<file path="src/hdl/vn2d_pkg.sv">
package vn2d_pkg;

   localparam int FRAC_BITS = 16;
   localparam int COORD_W = 32;
   localparam int NOISE_W = 24;
   localparam int HASH_W = 64;
   localparam int HALF_W = 32;

   localparam logic [HASH_W-1:0] HASH_KX = 64'h9E3779B97F4A7C15;
   localparam logic [HASH_W-1:0] HASH_KZ = 64'hC2B2AE3D27D4EB4F;
   localparam logic [HASH_W-1:0] HASH_KS = 64'h165667B19E3779F9;
   localparam logic [HASH_W-1:0] HASH_KM = 64'hBF58476D1CE4E5B9;
   localparam int FOLD_A = 31;
   localparam int FOLD_B = 29;

   localparam int NUM_SRC = 5;
   localparam int SRC_X0 = 0;
   localparam int SRC_X1 = 1;
   localparam int SRC_Z0 = 2;
   localparam int SRC_Z1 = 3;
   localparam int SRC_SEED = 4;
   localparam int NUM_CORNERS = 4;

   localparam int ST_CELL = 1;
   localparam int ST_MUL1 = 2;
   localparam int ST_MIX = 3;
   localparam int ST_MUL2 = 4;
   localparam int ST_FOLD = 5;
   localparam int ST_LERP_X = 6;
   localparam int ST_LERP_Z = 7;
   localparam int NUM_STAGES = 7;

   typedef logic [NUM_STAGES:1] stage_en_type;
   typedef logic [FRAC_BITS-1:0] frac_type;
   typedef logic [NOISE_W-1:0] noise_type;
   typedef logic [COORD_W-1:0] word_type;

   typedef struct packed {
      word_type x0;
      word_type x1;
      word_type z0;
      word_type z1;
      word_type seed;
   } cell_set_type;

   typedef struct packed {
      noise_type v00;
      noise_type v10;
      noise_type v01;
      noise_type v11;
   } corner_set_type;

endpackage

</file>
<file path="src/hdl/vn2d_ease.sv">
module vn2d_ease (
   input  logic                    clock,
   input  vn2d_pkg::stage_en_type  en,
   input  vn2d_pkg::frac_type      fx,
   input  vn2d_pkg::frac_type      fz,
   output vn2d_pkg::frac_type      ux,
   output vn2d_pkg::frac_type      uz
);

   localparam int SQ_W = 2 * vn2d_pkg::FRAC_BITS;
   localparam int K_W = vn2d_pkg::FRAC_BITS + 2;
   localparam int P_W = 2 * vn2d_pkg::FRAC_BITS + 2;
   localparam logic [K_W-1:0] K_BASE = K_W'(3) << vn2d_pkg::FRAC_BITS;

   vn2d_pkg::frac_type  t      [2];
   logic [SQ_W-1:0]     sq_in  [2];
   logic [SQ_W-1:0]     sq_ff  [2];
   logic [K_W-1:0]      k_in   [2];
   logic [K_W-1:0]      k_ff   [2];
   vn2d_pkg::frac_type  u3_in  [2];
   vn2d_pkg::frac_type  u3_ff  [2];
   vn2d_pkg::frac_type  u4_ff  [2];
   vn2d_pkg::frac_type  u5_ff  [2];
   vn2d_pkg::frac_type  uz6_ff;

   always_comb begin
      t[0] = fx;
      t[1] = fz;
      for (int i = 0; i < 2; i++) begin
         sq_in[i] = SQ_W'(t[i]) * SQ_W'(t[i]);
         k_in[i]  = K_BASE - {1'b0, t[i], 1'b0};
      end
   end

   always_ff @(posedge clock) begin
      if (en[vn2d_pkg::ST_MUL1]) begin
         sq_ff <= sq_in;
         k_ff  <= k_in;
      end
   end

   // The eased value is always below one, so the upper product bits are zero.
   always_comb begin
      logic [P_W-1:0] p;
      for (int i = 0; i < 2; i++) begin
         p = P_W'(sq_ff[i][SQ_W-1:vn2d_pkg::FRAC_BITS]) * P_W'(k_ff[i]);
         u3_in[i] = p[SQ_W-1:vn2d_pkg::FRAC_BITS];
      end
   end

   always_ff @(posedge clock) begin
      if (en[vn2d_pkg::ST_MIX]) begin
         u3_ff <= u3_in;
      end
      if (en[vn2d_pkg::ST_MUL2]) begin
         u4_ff <= u3_ff;
      end
      if (en[vn2d_pkg::ST_FOLD]) begin
         u5_ff <= u4_ff;
      end
      if (en[vn2d_pkg::ST_LERP_X]) begin
         uz6_ff <= u5_ff[1];
      end
   end

   assign ux = u5_ff[0];
   assign uz = uz6_ff;

endmodule

</file>
<file path="config.mk">
export PLATFORM = sky130hd
export DESIGN_NAME = vn2d_ease
export DESIGN_NICKNAME = d
export VERILOG_FILES = /design/src/hdl/vn2d_pkg.sv /design/src/hdl/vn2d_ease.sv
export SDC_FILE = /design/constraint.sdc
export NUM_CORES = 2
export LEC_CHECK = 0
export ABC_CLOCK_PERIOD_IN_PS = 9600
export BUFFER_PORTS_ARGS = -buffer_cell sky130_fd_sc_hd__buf_2
export CAP_MARGIN = 20
export CORE_ASPECT_RATIO = 1.4
export CORE_MARGIN = 2
export CORE_UTILIZATION = 51
export DETAILED_ROUTE_END_ITERATION = 10
export GPL_ROUTABILITY_DRIVEN = 0
export PLACE_DENSITY = 0.67
export SYNTH_ARGS = -nofsm -noshare
export SYNTH_HDL_FRONTEND = slang
export SYNTH_SLANG_ARGS = --single-unit
</file>
<file path="constraint.sdc">
create_clock -name clock -period 9.6 [get_ports clock]
set_input_delay 1.92 -clock clock [delete_from_list [all_inputs] [get_ports clock]]
set_output_delay 1.92 -clock clock [all_outputs]
set_load 0.01 [all_outputs]
</file>
# After elaboration in Yosys (flattened, before gate mapping)
# Cells that the tools add are included.
[totals]
regBits = 212
out_inout_bits = 32
elab_cells = 17
[op_classes]
n_addsub = 2
mul = 4
[ops]
columns = ["cell", "n"]
rows = [
  ["$mul 16x16->32", 2],
  ["$mul 16x18->32", 2],
  ["$sub 18x17->18 const A", 2],
]

# Depth between registers and ports, before layout
[depth]
ltp_word = 1
depth_mapped = 25
depth_no_buf = 23

# Least setup slack after synthesis
# OpenSTA, ideal clock, no wires.
[synth_path]
kind = "in2reg"
start = "input fz[13]"
end = "register sq_ff[25] in the netlist's numbering, data pin"
setup_time_ns = 0.180
arrival_time_ns = 7.500
required_time_ns = 9.420
path_slack_ns = 1.920
cell_stages = 21
path_buffers = 2
cell_sequence = "clkbuf_1 > clkbuf_1 > nand2_1 > fa_1 > fa_1 > inv_1 > fa_1 > fa_1 > fa_1 > inv_1 > fa_1 > inv_1 > ha_1 > a21oi_1 > o21ai_0 > a221o_1 > a21oi_2 > o21ai_2 > a21oi_2 > mux2_1 > a221oi_1"
[synth_lines]
columns = ["item", "line_no", "rtl"]
rows = [
  ["start: declaration", "vn2d_ease.sv:5", "input vn2d_pkg::frac_type fz,"],
  ["end signal: assignment", "vn2d_ease.sv:37", "sq_ff <= sq_in;"],
  ["end: declaration", "vn2d_ease.sv:17", "logic [SQ_W-1:0] sq_ff [2];"],
]

==> impl_metrics.toml <==
[outcome]
status = "finished clean"

[critical_path]
timing_worst_setup_path_type = "input port to register"
worstPathMaxFanout = 14
end_kind = "register"
setup.worst_path.start_class = "input port"
worst_path_required_ns = 9.79
critical_path_arrival_ns = 7.79

[yosys]
seq_area_frac_synth_pct = 14.8
yosys_warnings = 0
compound_cell_area_share_of_the_yosys_netlist_pct = 3.60
synth.net_count = 4814
synth_top_cell_by_area = "fa_1"
synth_mux_area_share_pct = 0.121
synthesis_stage_register_bit_count = 178
synthXorXnorAreaFrac_pct = 2.81
synth_largest_type_area_fraction_pct = 40.9
post_synth_fa_ha_maj_area_fraction_pct = 54.2
synthesis.instances = 3651
async_reset_ff_share_pct = 0
mean_area_per_synthesized_cell_um2 = 9.90
post_synth_and_or_nand_nor_area_fraction_pct = 13.5
ys_types = 68
number_of_enable_type_register_cells_in_the_synthesized_netlist = 178
combinational_family_with_the_most_area_after_synthesis = "adder cells"
synth_area_leaders = "fa_1, edfxtp_1, ha_1, inv_1, and2_1"
synth_area_mm2 = 0.0361
synth_ff_type = "edfxtp_1"

[cells_and_area]
layout-area-overhead-vs-synth_pct = 4.41
drive_above_1_share_pct = 3.87
ff_latch_area_mm2 = 0.00535
num_antenna_cells = 0
multi_input_area_mm2 = 0.0268
final_cell_area_mm2 = 0.0377
num-nets-final = 4766
fin_util_pct = 53.7
fillCellCount = 6376

[grt]
global_route_total_overflow = 0
grt_antenna_before_repair = 0
grt_first_pass_wirelength_um = 127000
grt_max_degree = 67
grtUsageTotal_pct = 21.7
via_count_of_the_first_global_routing_pass = 26000

[sta]
slew_headroom_pct = 40.3
fin_setup_tns_ns = 0
finalClockSkew_ns = 0.0208
grt_setup_unrepaired = "no"
f_max_mhz = 132
timing.final.crit_share_pct = 79.1
setup_violations = 0
hold_viol_final = 0
final_max_slew_viol_count = 0
max_slew.worst_pin.slew_ns = 0.895
period_minus_slack_ns = 7.60

[routing]
route.detailed.drc = 0
drt-pass1-iter-count = 5
viasPerCell = 5.15
routed-via-count = 23400
routed_antenna_nets = 0
detail_route.wl_per_cell_um = 16.3
routed_wl_um = 74300
1st_iter_drt_viols = 1014

[clocking]
postCtsSetupRepairBufs = 0
clock_tree.htree_level_count = 4
cts-buffers-inserted = 17
cts-root-buf = "clkbuf_16"
clock_tree.buffer_depth = 2
post_cts_resized = 0
clkSinkCount = 178
clk_pin_slew_ns = 0.08
cts-hold-fix-buffers = 0
tritoncts_clock_tree = "built"
worst_skew_pair.late_latency_ns = 0.46

[floorplanning]
design.portCount = 72
std_cell_rows = 115
die_width_um = 229
fp.dieArea_mm2 = 0.0730
floorplan.die.height_um = 319
coreArea_mm2 = 0.0702
start_util_pct = 51.5

[flow_run]
max_cap_violations = 0

[placed_design]
io_buffers = 69
placed_area_mm2 = 0.0371
post-dp-hpwl_um = 59000

[min_path]
holdCritPathClass = "register to register"
==> flip-flops by register name, indices dropped and copies added (netlist names) <==
register,count
u4_ff,32
uz,16
ux,16
sq_ff,34
u3_ff,32
u5_ff,16
k_ff,32
==> final cells by class <==
cell class / count / area share (%)
Inverter: 906 / 9.01
Clock buffer: 17 / 1.13
Clock inverter: 15 / 0.574
Timing Repair Buffer: 71 / 0.955
Sequential cell: 178 / 14.2
Multi-Input combinational cell: 2429 / 71.1
Tap cell: 936 / 3.10
==> placed cells by master, fill, tap and decap left out, types with 7 or more instances in the layout <==
master / Yosys / routed
and2_1: 330 / 330
nor4_1: 7 / 7
or3_1: 8 / 8
a21o_1: 30 / 30
o21ai_0: 29 / 29
nand2_1: 465 / 465
ha_1: 385 / 385
nor2_1: 81 / 81
a21oi_1: 48 / 48
or2_2: 9 / 9
fa_1: 738 / 738
nor3_1: 32 / 32
edfxtp_1: 178 / 178
and3_1: 14 / 14
o211ai_1: 8 / 8
xor2_1: 33 / 33
nand4_1: 10 / 10
nand3_1: 22 / 22
nor2b_1: 10 / 10
clkbuf_16: 0 / 17
xnor2_1: 83 / 83
buf_2: 0 / 69
o21a_1: 10 / 10
inv_1: 904 / 904
==> worst max-delay path, cell delays in order <==
cell       delay [ns]
buf_2            0.25
inv_1            0.35
nor2_1           0.16
fa_1             0.50
inv_1            0.05
fa_1             0.53
inv_1            0.05
fa_1             0.43
fa_1             0.50
fa_1             0.54
inv_1            0.05
fa_1             0.47
inv_1            0.04
ha_1             0.31
and4_1           0.22
nor2b_1          0.20
a21oi_1          0.06
a21boi_0         0.35
o211ai_1         0.20
a31oi_2          0.26
mux2i_1          0.22
o2111ai_1        0.11
==> cells in the mapped netlist (4+ instances only) <==
cell type  instances
nand3_1           22
or3_1              8
o21ai_0           29
ha_1             385
xor2_1            33
a21boi_0           4
nand2_1          465
edfxtp_1         178
fa_1             738
and2_1           330
o21bai_1           4
inv_1            904
a21oi_1           48
nor2b_1           10
o211ai_1           8
o21ai_1            4
nor3_1            32
buf_1              4
a21oi_2            5
clkbuf_1         118
xnor2_1           83
nand2b_1           6
and3_1            14
buf_4             16
a221oi_1           4
nor4_1             7
a21o_1            30
nor2_1            81
or2_2              9
nand4_1           10
o21a_1            10
==> layer usage <==
layer | routed length [um] | vias up | global-route usage (%)
li1 | - | 10800 | -
met1 | 30800 | 12100 | 26.9
met4 | 1630 | 0 | 5.67
met5 | 0 | - | 0
met2 | 39600 | 422 | 40.6
met3 | 2300 | 92 | 1.69
==> final timing paths <==
kind | start | endpoint | slack [ns] | cells after the start
setup / recovery | fx[10] | sq_ff[58] | 2.00 | 22
setup reg to reg | sq_ff[52] | u3_ff[28] | 2.90 | 20
hold reg to reg | u4_ff[4] | u5_ff[4] | 0.42 | 0
hold / removal | u4_ff[4] | u5_ff[4] | 0.42 | 0
==> stage by stage <==
stage,hold WS (ns),std cells,setup slack (ns)
after global placement,0.402,4520,1.53
after detailed placement,0.405,4520,1.54
after CTS,0.416,4552,2.00
final,0.417,4552,2.00
after floorplan,0.400,3651,1.92
after global routing,0.426,4552,1.66
==> logic make-up (layout without fill, tap and decap cells) <==
kind of cell               Yosys count  in the layout
adders and majority gates         1123           1123
xor gates and xnor gates           116            116
AOI/OAI and AO/OA                  183            183
and+or+nand+nor                   1003           1003
buffers and inverters             1044           1009
muxes                                4              4
DFF                                178            178
Power is not shown: default switching activity piles up to over one toggle a cycle in this logic, so the estimate is an artifact.
