`config.mk`:
```
export PLATFORM = sky130hd
export DESIGN_NAME = vn2d_lerp
export DESIGN_NICKNAME = d
export VERILOG_FILES = /design/src/hdl/vn2d_pkg.sv /design/src/hdl/vn2d_lerp.sv
export SDC_FILE = /design/constraint.sdc
export NUM_CORES = 1
export LEC_CHECK = 0
export BUFFER_PORTS_ARGS = -buffer_cell sky130_fd_sc_hd__buf_2
export CORE_MARGIN = 2
export CORE_UTILIZATION = 59
export DETAILED_ROUTE_END_ITERATION = 6
export PLACE_DENSITY_LB_ADDON = 0.12
export REMOVE_ABC_BUFFERS = 1
export SYNTH_ARGS = -nofsm -noshare
export SYNTH_HDL_FRONTEND = slang
export SYNTH_SLANG_ARGS = --single-unit
export TNS_END_PERCENT = 5
```
`constraint.sdc`:
```
create_clock -name clock -period 8.7 [get_ports clock]
set_clock_uncertainty 0.1 [all_clocks]
set_input_delay 0.435 -clock clock [delete_from_list [all_inputs] [get_ports clock]]
set_output_delay 0.435 -clock clock [all_outputs]
set_load 0.02 [all_outputs]
```
`src/hdl/vn2d_pkg.sv`:
```
package vn2d_pkg;

   localparam int FRAC_BITS = 16;
   localparam int COORD_W = 32;
   localparam int NOISE_W = 24;
   localparam int HASH_W = 64;
   localparam int HALF_W = 32;

   localparam logic [HASH_W-1:0] HASH_KX = 64'h9E3779B97F4A7C15;
   localparam logic [HASH_W-1:0] HASH_KZ = 64'hC2B2AE3D27D4EB4F;
   localparam logic [HASH_W-1:0] HASH_KS = 64'h165667B19E3779F9;
   localparam logic [HASH_W-1:0] HASH_KM = 64'hBF58476D1CE4E5B9;
   localparam int FOLD_A = 31;
   localparam int FOLD_B = 29;

   localparam int NUM_SRC = 5;
   localparam int SRC_X0 = 0;
   localparam int SRC_X1 = 1;
   localparam int SRC_Z0 = 2;
   localparam int SRC_Z1 = 3;
   localparam int SRC_SEED = 4;
   localparam int NUM_CORNERS = 4;

   localparam int ST_CELL = 1;
   localparam int ST_MUL1 = 2;
   localparam int ST_MIX = 3;
   localparam int ST_MUL2 = 4;
   localparam int ST_FOLD = 5;
   localparam int ST_LERP_X = 6;
   localparam int ST_LERP_Z = 7;
   localparam int NUM_STAGES = 7;

   typedef logic [NUM_STAGES:1] stage_en_type;
   typedef logic [FRAC_BITS-1:0] frac_type;
   typedef logic [NOISE_W-1:0] noise_type;
   typedef logic [COORD_W-1:0] word_type;

   typedef struct packed {
      word_type x0;
      word_type x1;
      word_type z0;
      word_type z1;
      word_type seed;
   } cell_set_type;

   typedef struct packed {
      noise_type v00;
      noise_type v10;
      noise_type v01;
      noise_type v11;
   } corner_set_type;

endpackage

```
`src/hdl/vn2d_lerp.sv`:
```
module vn2d_lerp (
   input  logic                 clock,
   input  logic                 load,
   input  vn2d_pkg::noise_type  a,
   input  vn2d_pkg::noise_type  b,
   input  vn2d_pkg::frac_type   u,
   output vn2d_pkg::noise_type  y
);

   localparam int D_W = vn2d_pkg::NOISE_W + 1;
   localparam int P_W = D_W + vn2d_pkg::FRAC_BITS + 1;

   logic signed [D_W-1:0]  diff;
   logic signed [P_W-1:0]  prod;
   logic signed [P_W-1:0]  step;
   vn2d_pkg::noise_type    y_in;
   vn2d_pkg::noise_type    y_ff;

   // The blend is written as a plus a floored fraction of the difference, which
   // equals the weighted sum of both ends and always stays between them.
   always_comb begin
      diff = $signed({1'b0, b}) - $signed({1'b0, a});
      prod = P_W'(diff) * P_W'($signed({1'b0, u}));
      step = prod >>> vn2d_pkg::FRAC_BITS;
      y_in = a + step[vn2d_pkg::NOISE_W-1:0];
   end

   always_ff @(posedge clock) begin
      if (load) begin
         y_ff <= y_in;
      end
   end

   assign y = y_ff;

endmodule

```
# == Word level (Yosys, flattened, before mapping) ==
# Index checks and enable logic that the tools add are counted.
# W data, S select, Z words.
# op_classes
n_addsub,2
mul,1
# op_table
cell,count
$mul A25 B17 Y40,1
$sub A24 B24 Y25,1
$add A24 B24 Y24,1
# totals
register_bits,24
output_inout_bits,24
wordCells,4

# == Depth between registers and ports, before layout ==
# Gate-level depths: netlist (run 1).
# depth
ltp_word,3
mapped_depth,45
depth_no_buf,44

# == Worst setup path before layout (run 1) ==
# No wires, ideal clock.
# synth_timing
kind,in2reg
start,input b[0]
end,"register y_ff[23], in the netlist y[23] (data pin)"
setup_ns,0.265
arrival_ns,9.289
setup_slack_ns,-0.954
stages,43
path_cell_list,inv_1 > ha_1 > fa_1 > nor2b_1 > o21ai_1 > a21boi_1 > o211ai_1 > a21boi_1 > o21ai_0 > nand2b_1 > a21oi_1 > xnor2_1 > clkbuf_1 > nand2_1 > fa_1 > fa_1 > inv_1 > fa_1 > (+7 left out) > ha_1 > nand4_1 > a311oi_1 > nor2_1 > o31ai_2 > a22o_1 > nor2_1 > xnor2_1 > ha_1 > a21o_1 > a21o_1 > or3_1 > o2111ai_1 > nor2_1 > o21ai_0 > a21oi_1 > xnor3_1 > xor2_1
# synth_via
elab_chain_cells,3
# synth_lines
item,line,source
start: declaration,vn2d_lerp.sv:5,"input vn2d_pkg::noise_type b,"
$sub A24 B24 Y25,vn2d_lerp.sv:22,"diff = $signed({1'b0, b}) - $signed({1'b0, a});"
$mul A25 B17 Y40,vn2d_lerp.sv:23,"prod = P_W'(diff) * P_W'($signed({1'b0, u}));"
$add A24 B24 Y24,vn2d_lerp.sv:25,y_in = a + step[vn2d_pkg::NOISE_W-1:0];
via y_in[23],vn2d_lerp.sv:16,vn2d_pkg::noise_type y_in;
end signal: assignment,vn2d_lerp.sv:30,y_ff <= y_in;
end: declaration,vn2d_lerp.sv:17,vn2d_pkg::noise_type y_ff;
# The timed path passes the listed nets, and every way through them passes these cells.
# A chain may end at the register's enable or synchronous reset.

# == Final worst setup path (run 1) ==
# layout_timing
start,input a[2]
end,"register y_ff[22], in the netlist y[22] (data pin)"
# layout_via
elab_chain_cells,3
# layout_lines
item,line,source
start: declaration,vn2d_lerp.sv:4,"input vn2d_pkg::noise_type a,"
$sub A24 B24 Y25,vn2d_lerp.sv:22,
$mul A25 B17 Y40,vn2d_lerp.sv:23,
$add A24 B24 Y24 (*),vn2d_lerp.sv:25,
via y_in[22],vn2d_lerp.sv:16,
# The timed path passes the listed nets; every way through them passes the cells marked *.

==> results by group, run 1 <==
Setup path
  – CP Buf/Inv Count: 10
  – CP top delay family: adder cells
  – Crit path required time: 8620 ps
  – Crit-path max cell delay: 540 ps
  – Crit-path most repeated cell: fa_1
  – CP arrival: 9540 ps
  – Crit-path slowest cell: fa_1
  – CP Class: primary input to flop
  – Startpoint Class: primary input
  – Worst-path fanout max: 7
  – CP Capture Type: flop

Timing
  – Pin slew with the least headroom to its limit: 622.7 ps
  – Crit share post-route: 110.6%
  – Final hold violations: 0
  – Max Slew Vio Count: 0
  – Rel. slew slack: 58.48%
  – RSZ-0062 raised after global routing: true
  – Crit path time final: 9620 ps
  – # setup viols final: 14
  – Max Clk Rate: 104.0 MHz
  – Setup ws final: -919.6 ps

Clock network
  – H-tree Lvls: 1
  – Clock slew at reported path FFs: 70 ps
  – Clock root buffer: clkbuf_16
  – CTS tree: done
  – Count of clock tree sinks: 24
  – Hold buffers post-CTS: 0
  – Num CTS Buffers: 3
  – CTS max path bufs: 2

Logic synthesis
  – Most common flop cell mapped by yosys: edfxtp_1
  – Number of synthesized flops with an enable pin: 24
  – Ys Warns: 0
  – Asr flop ratio synth: 0%
  – Cells after Synth: 1999
  – Register area share after synthesis: 4.163%
  – Distinct cells, synth: 60
  – Avg Cell Area, Syn: 8.660 sq um
  – Mapped Area: 17310 sq um
  – Yosys reg bits: 24

Layout
  – Antenna Cells: 0
  – Area grow syn2layout: 21.46%
  – Multi-input gate area: 14820 sq um
  – Max reg flops: 24
  – Layout Cells excl Fill: 2726
  – Final-layout fill cell count: 2174
  – Share of layout cells above drive strength 1: 22.20%
  – Commonest non-fill, non-tap cell in the layout: inv_1
  – Most frequent cells in the layout: inv_1, fa_1, buf_4, nand2_1, and2_1
  – Layout Utilization: 73.05%
  – Layout Nets: 2935
  – Sequential Area: 720.7 sq um

Die
  – Rows: 62
  – Core footprint: 28780 sq um
  – Die width: 175.3 um
  – Io pins: 90
  – Starting density of the core: 60.15%
  – Die height: 175.3 um
  – Die area: 30730 sq um

Hold path
  – HP Class: primary input to flop

Detailed routing
  – 1st-iter DRT viols: 876
  – Post-Route WL: 46990 um
  – Antenna Violating Nets Remaining: 0
  – Drt pass-1 iters: 5
  – Vias: 14.62k
  – DR WL/cell: 17.24 um
  – Post-route DRC: 0
  – Vias/cell: 5.364

Outcome
  – Failing checks: negative setup slack
  – Outcome: complete, but fails checks

Place
  – Hpwl dp: 39400 um
  – I/O Buffers: 89
  – Placed insts: 2697
  – Dpl ws: -1665 ps
  – Placer Congestion: 0.9444

Global routing
  – Initial antenna violation count: 2
  – Pin count of the biggest net entering global routing: 35
  – Grt ovf: 0
  – Vias in the first global route: 15.62k
  – First-pass GRT wire length: 77310 um
  – GRT Util Overall: 32.03%

Flow run
  – Max-Cap Viols: 0
-- stage by stage --
| step | hold WS, ps | setup TNS [ps] | area [sq um] |
|---|---|---|---|
| 4_1_cts | 460.7 | -6046 | 20920 |
| 2_1_floorplan | 447.5 | -12470 | 16970 |
| 3_5_place_dp | 759.1 | -18710 | 20280 |
| 6_report | 496.4 | -7552 | 21030 |
| 5_1_grt | 492.0 | -12990 | 21030 |
| 3_3_place_gp | 755.2 | -15050 | 20280 |
-- cells in the mapped netlist (all sizes together) (3+ instances only) --
master	n	area share (%)
a211o	12	0.61
a211oi	12	0.52
a21boi	3	0.13
a21o	16	0.69
a21oi	58	1.7
a31oi	6	0.25
and2	164	5.9
and3	4	0.14
and4	7	0.35
buf	11	0.29
clkbuf	76	1.7
edfxtp	24	4.2
fa	379	44
ha	147	11
inv	494	11
nand2	243	5.3
nand2b	16	0.58
nand3	31	0.90
nand4	17	0.70
nor2	39	0.85
nor2b	49	1.8
nor3	18	0.52
nor3b	3	0.16
o211ai	10	0.43
o21a	13	0.56
o21ai	43	1.3
o21bai	4	0.17
or3	4	0.14
xnor2	55	2.8
xor2	15	0.76
-- timing repair --
item	4_1_cts	5_1_grt
resized for setup	93	15
cloned	1	0
setup endpoints to repair	17	20
buffers inserted	18	6
pin swaps	81	17
-- area by class of cell --
type	count	area share [%]
inverter	494	8.819
timing repair buffer	426	14.48
multi-input combinational	1394	70.49
clock inverter	1	0.1428
clock buffer	3	0.3571
sequential	24	3.428
tap	384	2.285
-- worst paths after layout --
| check | startpoint | endpoint | slack, ps | depth (start not counted) |
|---|---|---|---|---|
| setup / recovery | a[2] | y[22]$_DFFE_PP_ | -920 | 48 |
| hold / removal | a[0] | y[0]$_DFFE_PP_ | 500 | 3 |
-- kinds of logic after synthesis --
group / share of synthesized area, %
AOI/OAI and AO/OA: 7.481
xor gates and xnor gates: 3.672
adders and majority gates: 54.46
buffers and inverters: 12.66
DFF: 4.163
and+or+nand+nor: 17.57
-- routing by layer --
layer | share of wire, % | vias up | global-route usage [%] | routed length, um
li1 | - | 6688 | - | -
met2 | 50 | 495 | 56.46 | 23690
met5 | 0 | - | 0 | 0
met3 | 5.8 | 113 | 4.719 | 2709
met1 | 39 | 7326 | 39.95 | 18500
met4 | 4.5 | 0 | 12.08 | 2092
Power of run 1 is left out: the tool's default activity adds up to more than one toggle a clock period on the data nets, which glitch-free logic cannot reach.
==> run 2: changes to the inputs <==
==> config.mk (replaced) <==
export PLATFORM = sky130hd
export DESIGN_NAME = vn2d_lerp
export DESIGN_NICKNAME = d
export VERILOG_FILES = /design/src/hdl/vn2d_pkg.sv /design/src/hdl/vn2d_lerp.sv
export SDC_FILE = /design/constraint.sdc
export NUM_CORES = 1
export LEC_CHECK = 0
export ABC_AREA = 1
export CORE_MARGIN = 2
export CORE_UTILIZATION = 62
export DETAILED_ROUTE_END_ITERATION = 6
export DONT_BUFFER_PORTS = 1
export PLACE_DENSITY_LB_ADDON = 0.12
export REMOVE_ABC_BUFFERS = 1
export SYNTH_ARGS = -nofsm -noshare
export SYNTH_HDL_FRONTEND = slang
export SYNTH_SLANG_ARGS = --single-unit
==> results by group, run 2 <==
Logic synthesis
  – Asr flop ratio synth: 0%
  – Distinct cells, synth: 50
  – Mapped Area: 17380 sq um
  – Cells after Synth: 2203
  – Ys Warns: 0
  – Register area share after synthesis: 4.147%
  – Synth top area cells: fa_1, inv_1, ha_1, nand2_1, nor2_1
  – Yosys reg bits: 24
  – Synth area leader: fa_1
  – Synth top area share: 43.66%
  – Avg Cell Area, Syn: 7.888 sq um
  – Most frequent cells after synthesis: inv_1, fa_1, nand2_1
  – Most common flop cell mapped by yosys: edfxtp_1
  – Number of synthesized flops with an enable pin: 24
  – Cell with the most instances after synthesis: inv_1

Clock network
  – CTS tree: done
  – CTS max path bufs: 2
  – Clock slew at reported path FFs: 60 ps
  – Count of clock tree sinks: 24
  – Num CTS Buffers: 3
  – Hold buffers post-CTS: 0
  – Clock root buffer: clkbuf_16
  – H-tree Lvls: 1

Detailed routing
  – Max layer used: met4
  – 1st-iter DRT viols: 1140
  – Wl on met1: 20560 um
  – Vias: 16.02k
  – DR WL met3: 4221 um
  – Antenna Violating Nets Remaining: 0
  – Vias/cell: 5.491
  – WL met2: 26810 um
  – DR WL/cell: 19.02 um
  – Post-Route WL: 55490 um
  – Drt pass-1 iters: 5
  – Post-route DRC: 0

Place
  – Dpl ws: -712.4 ps
  – I/O Buffers: 0
  – Placed insts: 2878
  – Hpwl dp: 46880 um
  – Placer Congestion: 0.9688

Timing
  – Rel. slew slack: 38.73%
  – # setup viols final: 0
  – Max Slew Vio Count: 0
  – Pin slew with the least headroom to its limit: 918.0 ps
  – Crit path time final: 8632 ps
  – Crit share post-route: 99.22%
  – Max Clk Rate: 115.8 MHz
  – Setup ws final: 67.71 ps
  – RSZ-0062 raised after global routing: true
  – Final hold violations: 0

Die
  – Rows: 61
  – Starting density of the core: 62.72%
  – Die area: 29380 sq um
  – Die width: 171.4 um
  – Core footprint: 27710 sq um
  – Die height: 171.4 um
  – Io pins: 90

Setup path
  – Crit-path slowest cell: fa_2
  – Startpoint Class: primary input
  – Crit path required time: 8630 ps
  – CP Capture Type: flop
  – CP arrival: 8560 ps
  – CP Buf/Inv Count: 9
  – Crit-path max cell delay: 600 ps
  – Worst-path fanout max: 5
  – CP top delay family: adder cells
  – CP Class: primary input to flop

Global routing
  – Pin count of the biggest net entering global routing: 26
  – Grt ovf: 0
  – Initial antenna violation count: 0
  – First-pass GRT wire length: 86400 um
  – GRT Util Overall: 38.49%
  – Vias in the first global route: 16.85k

Layout
  – Layout Cells excl Fill: 2917
  – Area grow syn2layout: 26.04%
  – Max reg flops: 24
  – Most frequent cells in the layout: inv_1, fa_1, buf_4, nand2_1, nor2_1
  – Share of layout cells above drive strength 1: 25.40%
  – Layout Nets: 3132
  – Commonest non-fill, non-tap cell in the layout: inv_1
  – Antenna Cells: 0

Hold path
  – HP Class: primary input to flop

Outcome
  – Outcome: completed

Flow run
  – Max-Cap Viols: 0
## run 2: cell families (layout without fill, tap and decap cells)
family          count (synthesis)  after routing  share of synthesized area, %
compound gates                188            188                         6.192
fa+ha+maj                     526            526                         54.25
xor+xnor                       56             56                         2.995
buf+inv                       666           1002                         14.48
simple gates                  743            743                         17.94
flops                          24             24                         4.147
## run 2: area by class of cell
cell class,count,area (sq um)
clock buffer,3,75.07
clock inverter,1,3.754
fill,1992,5804
inverter,621,2351
multi-input combinational,1513,15350
sequential,24,720.7
tap,378,473.0
timing repair buffer,377,2929
## run 2: final timing paths
check	start	slack, ps	depth (start not counted)	to
max	b[0]	70	48	y[23]$_DFFE_PP_
min	load	180	0	y[21]$_DFFE_PP_
## run 2: routing by layer
metal / up-vias / track usage, %
li1: 7174 / -
met4: 0 / 20.97
met5: - / 0
met2: 765 / 64.18
met1: 7811 / 47.42
met3: 266 / 7.386
## run 2: repair_timing
item / in CTS / in global routing
endpoints found under the setup margin: 13 / 17
pin swaps: 37 / 138
buffers inserted: 7 / 30
gates resized for setup: 77 / 217
## run 2: per-stage QoR
stage / utilization [%] / hold WS [ps] / TNS, ps / instance area (sq um)
after global placement: 73.21 / 448.6 / -4027 / 20280
final: 79.05 / 176.0 / 0 / 21900
after global routing: 79.05 / 168.1 / -1469 / 21900
after detailed placement: 73.21 / 448.9 / -6620 / 20280
after floorplan: - / 447.5 / 0 / 17190
after CTS: 75.01 / 174.1 / 0 / 20780
Power of run 2 is left out for the same reason.
